--- config.mk ---
export PLATFORM = sky130hd
export DESIGN_NAME = palette_build_and_index_map
export DESIGN_NICKNAME = d
export VERILOG_FILES = /design/src/sv/pbim_pkg.sv /design/src/sv/pbim_ram.sv /design/src/sv/palette_build_and_index_map.sv
export SDC_FILE = /design/constraint.sdc
export NUM_CORES = 1
export LEC_CHECK = 0
export ABC_AREA = 1
export BUFFER_PORTS_ARGS = -buffer_cell sky130_fd_sc_hd__clkbuf_2
export CORE_MARGIN = 5
export CORE_UTILIZATION = 45
export CTS_CLUSTER_DIAMETER = 120
export DETAILED_ROUTE_END_ITERATION = 6
export PLACE_DENSITY_LB_ADDON = 0.2
export SKIP_LAST_GASP = 1
export SLEW_MARGIN = 20
export SYNTH_ARGS = -nofsm -noshare
export SYNTH_HDL_FRONTEND = slang
export SYNTH_HIERARCHICAL = 1
export SYNTH_SLANG_ARGS = --single-unit
--- constraint.sdc ---
create_clock -name i_clk -period 4.7 [get_ports i_clk]
set_input_delay 1.41 -clock i_clk [delete_from_list [all_inputs] [get_ports i_clk]]
set_output_delay 1.41 -clock i_clk [all_outputs]
set_load 0.005 [all_outputs]
--- src/sv/pbim_pkg.sv ---
// ----------------------------------------------------------------------------
// pbim_pkg
// Shared types and constants for the palette builder and index mapper.
// ----------------------------------------------------------------------------
`default_nettype none

package pbim_pkg;

    localparam int COMP_W     = 8;
    localparam int COLOR_W    = 3 * COMP_W;
    localparam int IN_DATA_W  = 24;
    localparam int IN_USER_W  = 2;
    localparam int INDEX_W    = 4;
    localparam int COUNT_W    = 5;
    localparam int OUT_DATA_W = 16;

    typedef enum logic [IN_USER_W-1:0] {
        KIND_LOAD  = 2'd0,
        KIND_LEARN = 2'd1,
        KIND_MAP   = 2'd2
    } t_kind;

    typedef logic [COLOR_W-1:0] t_color;

    typedef struct packed {
        logic [COUNT_W-1:0] palette_count;
        logic               added;
        logic [INDEX_W-1:0] color_index;
        logic               found;
    } t_result;

endpackage

`default_nettype wire

--- src/sv/pbim_ram.sv ---
// ----------------------------------------------------------------------------
// pbim_ram
// Palette color store: one write port, one read port, registered read data.
// ----------------------------------------------------------------------------
`default_nettype none

module pbim_ram #(
    parameter int DEPTH  = 16,
    parameter int ADDR_W = 4
) (
    input  wire logic                    i_clk,
    input  wire logic                    i_wr_en,
    input  wire logic [ADDR_W-1:0]       i_wr_addr,
    input  wire pbim_pkg::t_color        i_wr_data,
    input  wire logic                    i_rd_en,
    input  wire logic [ADDR_W-1:0]       i_rd_addr,
    output      pbim_pkg::t_color        o_rd_data
);
    import pbim_pkg::*;

    t_color r_mem [DEPTH];
    t_color r_rd_data;

    always_ff @(posedge i_clk) begin
        if (i_wr_en) begin
            r_mem[i_wr_addr] <= i_wr_data;
        end
        if (i_rd_en) begin
            r_rd_data <= r_mem[i_rd_addr];
        end
    end

    assign o_rd_data = r_rd_data;

endmodule

`default_nettype wire

--- src/sv/palette_build_and_index_map.sv ---
// A load or an ignored kind goes from the transfer straight to the result state; a learn or
// map with a nonempty palette first searches the entries below the count, from index 0,
// stopping at the first match; the memory read port checks one entry per cycle. The result
// state waits out any output stall, and a new item is taken only after it has been left.
// Reset: synchronous, active low; clears the entry count, the state and the output valid.
// Palette memory contents are not cleared, entries at or above the count are never read.
// ----------------------------------------------------------------------------
// palette_build_and_index_map
// Builds a palette of RGB colors and maps pixel colors to palette indices.
// ----------------------------------------------------------------------------
`default_nettype none

module palette_build_and_index_map #(
    parameter int MAX_COLORS = 16
) (
    input  wire logic                                i_clk,
    input  wire logic                                i_rst_n,
    input  wire logic                                s_axis_tvalid,
    output      logic                                s_axis_tready,
    // red [7:0], green [15:8], blue [23:16]
    input  wire logic [pbim_pkg::IN_DATA_W-1:0]      s_axis_tdata,
    // kind [1:0]
    input  wire logic [pbim_pkg::IN_USER_W-1:0]      s_axis_tuser,
    output      logic                                m_axis_tvalid,
    input  wire logic                                m_axis_tready,
    // found [0], color_index [4:1], added [5], palette_count [10:6], zero [15:11]
    output      logic [pbim_pkg::OUT_DATA_W-1:0]     m_axis_tdata
);
    import pbim_pkg::*;

    localparam int IDX_W = (MAX_COLORS > 1) ? $clog2(MAX_COLORS) : 1;
    localparam int CNT_W = $clog2(MAX_COLORS + 1);

    typedef enum logic [1:0] {
        ST_IDLE,
        ST_SEARCH,
        ST_RESULT
    } t_state;

    t_state                      r_state, n_state;
    logic [IN_USER_W-1:0]        r_kind, n_kind;
    t_color                      r_color, n_color;
    logic [IDX_W-1:0]            r_chk, n_chk;
    logic                        r_found, n_found;
    logic [CNT_W-1:0]            r_count, n_count;
    logic                        r_out_valid, n_out_valid;
    t_result                     r_out, n_out;

    logic                        accept;
    logic                        out_free;
    logic                        hit;
    logic                        last;
    logic                        room;
    logic                        add;
    logic                        rd_en;
    logic [IDX_W-1:0]            rd_addr;
    t_color                      rd_data;

    pbim_ram #(
        .DEPTH  (MAX_COLORS),
        .ADDR_W (IDX_W)
    ) u_ram (
        .i_clk     (i_clk),
        .i_wr_en   (add),
        .i_wr_addr (r_count[IDX_W-1:0]),
        .i_wr_data (r_color),
        .i_rd_en   (rd_en),
        .i_rd_addr (rd_addr),
        .o_rd_data (rd_data)
    );

    assign s_axis_tready = (r_state == ST_IDLE);
    assign accept        = s_axis_tvalid && s_axis_tready;
    assign out_free      = !r_out_valid || m_axis_tready;
    assign hit           = (rd_data == r_color);
    assign last          = (r_chk == IDX_W'(r_count - CNT_W'(1)));
    assign room          = (r_count < CNT_W'(MAX_COLORS));

    always_comb begin
        n_state     = r_state;
        n_kind      = r_kind;
        n_color     = r_color;
        n_chk       = r_chk;
        n_found     = r_found;
        n_count     = r_count;
        n_out_valid = r_out_valid && !m_axis_tready;
        n_out       = r_out;
        rd_en       = 1'b0;
        rd_addr     = '0;
        add         = 1'b0;
        case (r_state)
            ST_IDLE: begin
                if (accept) begin
                    n_kind  = s_axis_tuser;
                    n_color = {s_axis_tdata[7:0], s_axis_tdata[15:8], s_axis_tdata[23:16]};
                    n_found = 1'b0;
                    n_chk   = '0;
                    if ((s_axis_tuser == KIND_LEARN || s_axis_tuser == KIND_MAP)
                        && r_count != '0) begin
                        rd_en   = 1'b1;
                        n_state = ST_SEARCH;
                    end else begin
                        n_state = ST_RESULT;
                    end
                end
            end
            ST_SEARCH: begin
                // read data holds the entry at r_chk
                if (hit) begin
                    n_found = 1'b1;
                    n_state = ST_RESULT;
                end else if (last) begin
                    n_chk   = '0;
                    n_state = ST_RESULT;
                end else begin
                    rd_en   = 1'b1;
                    rd_addr = r_chk + IDX_W'(1);
                    n_chk   = rd_addr;
                end
            end
            ST_RESULT: begin
                if (out_free) begin
                    add = room && (r_kind == KIND_LOAD || (r_kind == KIND_LEARN && !r_found));
                    n_count                 = r_count + CNT_W'(add);
                    n_out_valid             = 1'b1;
                    n_out.found             = r_found;
                    n_out.color_index       = INDEX_W'(r_chk);
                    n_out.added             = add;
                    n_out.palette_count     = COUNT_W'(n_count);
                    n_state                 = ST_IDLE;
                end
            end
            default: begin
                n_state = ST_IDLE;
            end
        endcase
    end

    always_ff @(posedge i_clk) begin
        if (!i_rst_n) begin
            r_state     <= ST_IDLE;
            r_count     <= '0;
            r_out_valid <= 1'b0;
        end else begin
            r_state     <= n_state;
            r_count     <= n_count;
            r_out_valid <= n_out_valid;
        end
        r_kind  <= n_kind;
        r_color <= n_color;
        r_chk   <= n_chk;
        r_found <= n_found;
        r_out   <= n_out;
    end

    assign m_axis_tvalid = r_out_valid;
    assign m_axis_tdata  = OUT_DATA_W'(r_out);

endmodule

`default_nettype wire

== Word level (Yosys, flattened, before mapping) ==
Memory sizes are Yosys's and may differ from the RTL's. A register that Yosys moved wholly into a read port is not among the register bits.
Index checks and enable logic that the tools add are counted.
Word-level totals
  flip-flop bits (word level): 50
  bits in writable memories: 384
  input port bits: 30
  output and inout port bits: 18
  logic and storage cells: 74
  memories: 1
Operators by class
  $add $sub $neg: 3
  order comparisons: 1
  eq/ne operators: 12
  mux-type cells: 26
  reductions and logical operators: 20
Memory list
  u_ram.r_mem: words 16, bits a word 24, read ports 1, clocked after memory_dff 1, wr ports 1, RTL line pbim_ram.sv:21  | t_color r_mem [DEPTH];
Operators by type and width (count)
  $eq A24 B24 Y1: 1
  $mux W4: 5
  $mux W1: 12
  $mux W2: 5
  $reduce_and A3 Y1: 3
  $pmux W4 S2: 1
  $eq A2 B1 Y1 const B: 3
  $ne A2 B2 Y1 const B: 3
  $pmux W2 S3: 1
  $add A5 B1 Y5: 1
  $logic_and A1 B1 Y1: 5
  $lt A5 B5 Y1 const B: 1
  $reduce_bool A5 Y1: 1
  $add A4 B1 Y4 const B: 1
  $eq A2 B2 Y1 const B: 2
  $eq A4 B4 Y1: 1
  $logic_not A2 Y1: 2
  $pmux W1 S2: 2
  $reduce_and A2 Y1: 2
  $sub A4 B1 Y4 const B: 1
  $logic_not A1 Y1: 3
  $logic_or A1 B1 Y1: 3
  $ne A3 B3 Y1 const B: 1
  $ne A2 B1 Y1 const B: 1
  $reduce_bool A2 Y1: 1

== Longest topological paths before layout ==
  depth in word-level cells: 8
  depth in mapped cells: 20
  mapped depth without buffers: 18

== Hierarchy ==
The synthesis kept the hierarchy.
By module, submodules not included
  pbim_ram: times used 1, cells an instance 1597, area an instance 17191.5 µm², sequential area each 12251.8 µm²
  palette_build_and_index_map: times used 1, cells an instance 281, area an instance 2478.6 µm², sequential area each 1421.4 µm²

== Least setup slack after synthesis ==
No wires, ideal clock.
  path type: input-to-reg
  start point: input m_axis_tready
  end point: memory u_ram/r_mem[12][0] in the netlist's numbering, enable pin
  setup time: 405 ps
  data arrival time: 3446 ps
  data required time: 4295 ps
  setup slack: 850 ps
  stages: 7
  buffers on the path: 1
  path through: nor2_1 nor2_2 inv_2 buf_6 nor2_1 nand3_1 nor2_1
On the way
  cells in the longest elaborated chain, start to end: 5
RTL lines
  start, declared: RTL line palette_build_and_index_map.sv:25  | input wire logic m_axis_tready,
  $logic_or A1 B1 Y1: RTL line palette_build_and_index_map.sv:74  | assign out_free = !r_out_valid || m_axis_tready;
  $mux W1: RTL line palette_build_and_index_map.sv:122  | if (out_free) begin
  $mux W1: RTL line palette_build_and_index_map.sv:91  | case (r_state)
  named net add: RTL line palette_build_and_index_map.sv:54  | logic add;
  $mux W1: RTL line pbim_ram.sv:25  | if (i_wr_en) begin
  $mux W1 (not written as such): RTL line pbim_ram.sv:26  | r_mem[i_wr_addr] <= i_wr_data;
  end, declared: RTL line pbim_ram.sv:21
The timed path passes the listed nets, and every way through them passes these cells.

== Final worst setup path ==
  start point: register r_color[11]
  end point: register u_ram.r_rd_data[20] (netlist: u_ram/o_rd_data[20]), read port of u_ram.r_mem, data pin
On the way
  cells in the longest elaborated chain, start to end: 3
  elaborated cells on any way between the ends: 5
  classes of those cells: eq/ne: 1; mux: 4
RTL lines
  start, declared: RTL line palette_build_and_index_map.sv:42  | t_color r_color, n_color;
  start signal, assigned: RTL line palette_build_and_index_map.sv:150  | r_color <= n_color;
  $eq A24 B24 Y1: RTL line palette_build_and_index_map.sv:75  | assign hit = (rd_data == r_color);
  $mux W4: RTL line palette_build_and_index_map.sv:109  | if (hit) begin
  $mux W4: RTL line palette_build_and_index_map.sv:91
  named net rd_addr[0]: RTL line palette_build_and_index_map.sv:56  | logic [IDX_W-1:0] rd_addr;
  end, declared: RTL line pbim_ram.sv:22  | t_color r_rd_data;
The timed path passes the listed nets, and every way through them passes these cells.
A chain may end at the register's enable or synchronous reset.

==> results.md <==
- Status: finished clean
- Layout net count: 1977
- Yosys reg bits: 458
- Max Cap Violations: 0
- Post-synthesis sequential area ratio: 0.695
- Worst slew margin: 0.267
- Reg-to-reg slack, setup: 1.11 ns
- Worst r2r src: r_color[11]
- Path length in cells of the critical path: 14
- P&R area growth vs syn: 13.9%
- TritonCTS buffer count: 47
- Leakage power: 9.45 nW
- Die W: 219 um
- Crit-path most repeated cell: nand2_1
- Pin count of the biggest net entering global routing: 193
- Hold path startpoint: r_found
- Final Cycle Share: 0.764
- Area of the multi-input gates: 4400 sq um
- Port bufs: 42
- TritonCTS clock tree: built
- Pre-antenna DRT Iters: 5
- Routed wire length per instance: 19.7 um
- Setup bufs post-CTS: 0
- Count of cell types in the netlist: 31
- First-pass GRT wire length: 76600 um
- Vias in the first global route: 12.4k
- Cells on worst reg2reg path: 14
- Routed Antenna Nets: 0
- Crit path capture type: flop
- Global Route met3 Usage: 0.0281
- Final WL: 50600 um
- Worst-path fanout max: 192
- N_diodes: 0
- Final setup viols: 0
- Hold slack: 0.537 ns
- Max H-tree Level: 2
- RR Endpoint: u_ram/o_rd_data[20]
- Slowest cell on the critical path: edfxtp_1
- CP arrival: 3.90 ns
- Layout cells sized above 1: 0.101
- Starting DRT DRC Count: 1181
- Critical path class: reg -> reg
- Routing usage on met2: 0.354
- Total grt overflow: 0
- Most used routing layer: met2
- Vias/cell: 5.02
- Starting Density: 0.456
- # rows: 76
- Max VDD drop: 0.519 mV
- Antenna violations before repair: 1
- Worst-Skew Late Latency: 0.57 ns
- Number of hold buffers added after CTS: 0
- CTS Sinks: 458
- CP delay by family, top: simple AND/OR/NAND/NOR gates
- Final HPWL DP: 31500 um
- Met1 usage: 0.292
- Crit path time final: 3.59 ns
- DRC errors left: 0
- Final Hold Vio Count: 0
- F_max: 279 MHz
- Mapped Cells: 1878
- Tightest Pin Transition: 1.10 ns
- Reg area: 13700 sq um
- Syn Std Cell Area: 19700 sq um
- Final-layout fill cell count: 3842
- Total of warnings raised by yosys: 6
- PD cells: 542 nW/um^2
- Slew Limit Fails: 0
- Syn_area_per_cell: 10.5 sq um
- Finished Core Util: 0.519
- Vias: 12.9k
- Setup crit start: r_color[11]
- Gr usage total: 0.212
- Clock buffer depth: 3
- Die H: 219 um
- Io pins: 48
- Worst hold path type: reg -> reg
- Area of the die: 48000 sq um
- CP Cell Sequence: nand2_1, nand2_1, nor2_1, nand2_1, nor2_1, nand3_1, nand2_4, nor2_4, buf_12, nand2_1, nand3_1, nand3_1, nand3_1, nand2_1
- CP startpoint kind: flop
- Clock Skew: 0.0213 ns
- Slowest Stage Delay on Critical Path: 0.83 ns
- Critical path buffers and inverters: 1
- CP Capture Point: u_ram/o_rd_data[20]
- Gates resized, CTS repair: 0
- Register clock-pin slew on the reported worst setup and hold paths: 0.06 ns
- Core ar.: 43200 sq um
- Total Neg Setup Slack: 0 ns
- Root Driver: clkbuf_16
- Unrepaired setup endpoints after global routing: false
- WP data required: 5.01 ns
- Final RePlAce weighted congestion: 0.830
## layout make-up
class	instances	share of cell area
clock buffers	58	0.0571
clock inverters	27	0.0109
inverters	352	0.0593
multi-input cells	988	0.197
flip-flops and latches	458	0.610
well taps	585	0.0327
repair buffers	96	0.0331
## layer usage
layer / wire length, um / part of all wire / vias up
li1: - / - / 6168
met5: 0 / 0 / -
met2: 24800 / 0.49 / 477
met4: 1500 / 0.030 / 0
met1: 21100 / 0.42 / 6140
met3: 3290 / 0.065 / 85
## cell families after synthesis
kind of cell | after synthesis | synth area share
simple gates | 954 | 0.203
flops | 458 | 0.695
buf+inv | 436 | 0.0900
compound gates | 15 | 0.00503
xor+xnor | 10 | 0.00445
fa+ha+maj | 4 | 0.00254
other cells | 1 | 0.000191
## layout by cell type (no fill, tap or decap), types with 3 or more instances in the layout
cell type	instances
ha_1	4
inv_2	6
conb_1	5
a211oi_1	3
nand3_1	296
clkinv_1	9
clkbuf_1	6
a21oi_1	4
dfxtp_1	8
buf_4	44
bufinv_16	4
clkinv_2	11
clkbuf_8	4
inv_1	344
buf_12	10
clkbuf_2	42
nor2_1	47
nand2_1	583
nor2_4	21
xor2_1	8
clkbuf_16	48
edfxtp_1	450
## worst min path at each step
| stage | cells past startpoint | to |
|---|---|---|
| final | 0 | m_axis_tdata[0] |
| after global routing | 0 | m_axis_tdata[0] |
| after CTS | 0 | m_axis_tdata[0] |
| after detailed placement | 0 | m_axis_tdata[0] |
| after global placement | 0 | m_axis_tdata[0] |
| after floorplan | 0 | m_axis_tdata[0] |
## cell usage after synthesis
| cell | instances | area [sq um] |
|---|---|---|
| buf_6 | 1 | 11.3 |
| o21ai_1 | 3 | 15.0 |
| buf_1 | 8 | 30.0 |
| o311ai_1 | 1 | 8.76 |
| clkbuf_1 | 12 | 45.0 |
| a31oi_1 | 1 | 6.26 |
| dfxtp_1 | 8 | 160 |
| buf_2 | 44 | 220 |
| buf_4 | 19 | 143 |
| nand3_1 | 296 | 1480 |
| nor2_2 | 1 | 6.26 |
| nand2_4 | 1 | 11.3 |
| edfxtp_1 | 450 | 13500 |
| xnor2_1 | 2 | 17.5 |
| nand2_1 | 583 | 2190 |
| nor2_1 | 67 | 251 |
| nor2_4 | 1 | 11.3 |
| a211oi_1 | 3 | 22.5 |
| a21boi_2 | 1 | 11.3 |
| conb_1 | 1 | 3.75 |
| nand4_1 | 1 | 6.26 |
| a21oi_1 | 4 | 20.0 |
| ha_1 | 4 | 50.1 |
| o21a_1 | 1 | 7.51 |
| nand3_2 | 1 | 10.0 |
| inv_1 | 346 | 1300 |
| inv_2 | 6 | 22.5 |
| o31ai_1 | 1 | 7.51 |
| nor3_1 | 1 | 5.00 |
| nand3b_1 | 2 | 15.0 |
| xor2_1 | 8 | 70.1 |
## state kept, by name, indices dropped and copies added (netlist names)
name             flops
r_chk                4
r_kind               2
r_state              2
m_axis_tvalid        1
u_ram/o_rd_data     24
r_count              5
r_color             24
r_found              1
m_axis_tdata        11
u_ram/r_mem        384
## through the flow
step | total power (W) | worst slack (ns) | instances | instance area, sq um
floorplan | 0.00726 | 0.850 | 1882 | 19700
global placement | 0.00852 | 0.878 | 2479 | 20900
detailed placement | 0.00855 | 0.844 | 2479 | 20900
CTS | 0.0122 | 1.14 | 2564 | 22400
global route | 0.0127 | 0.897 | 2564 | 22400
finish | 0.0121 | 1.11 | 2564 | 22400
## power by group
part           switching (W)  internal (W)  total (W)
registers           0.000295       0.00510    0.00540
logic                0.00221      0.000864    0.00307
clock network        0.00153       0.00215    0.00368
total                0.00404       0.00811     0.0121
No activity file was read; power rests on OpenSTA's default activity.
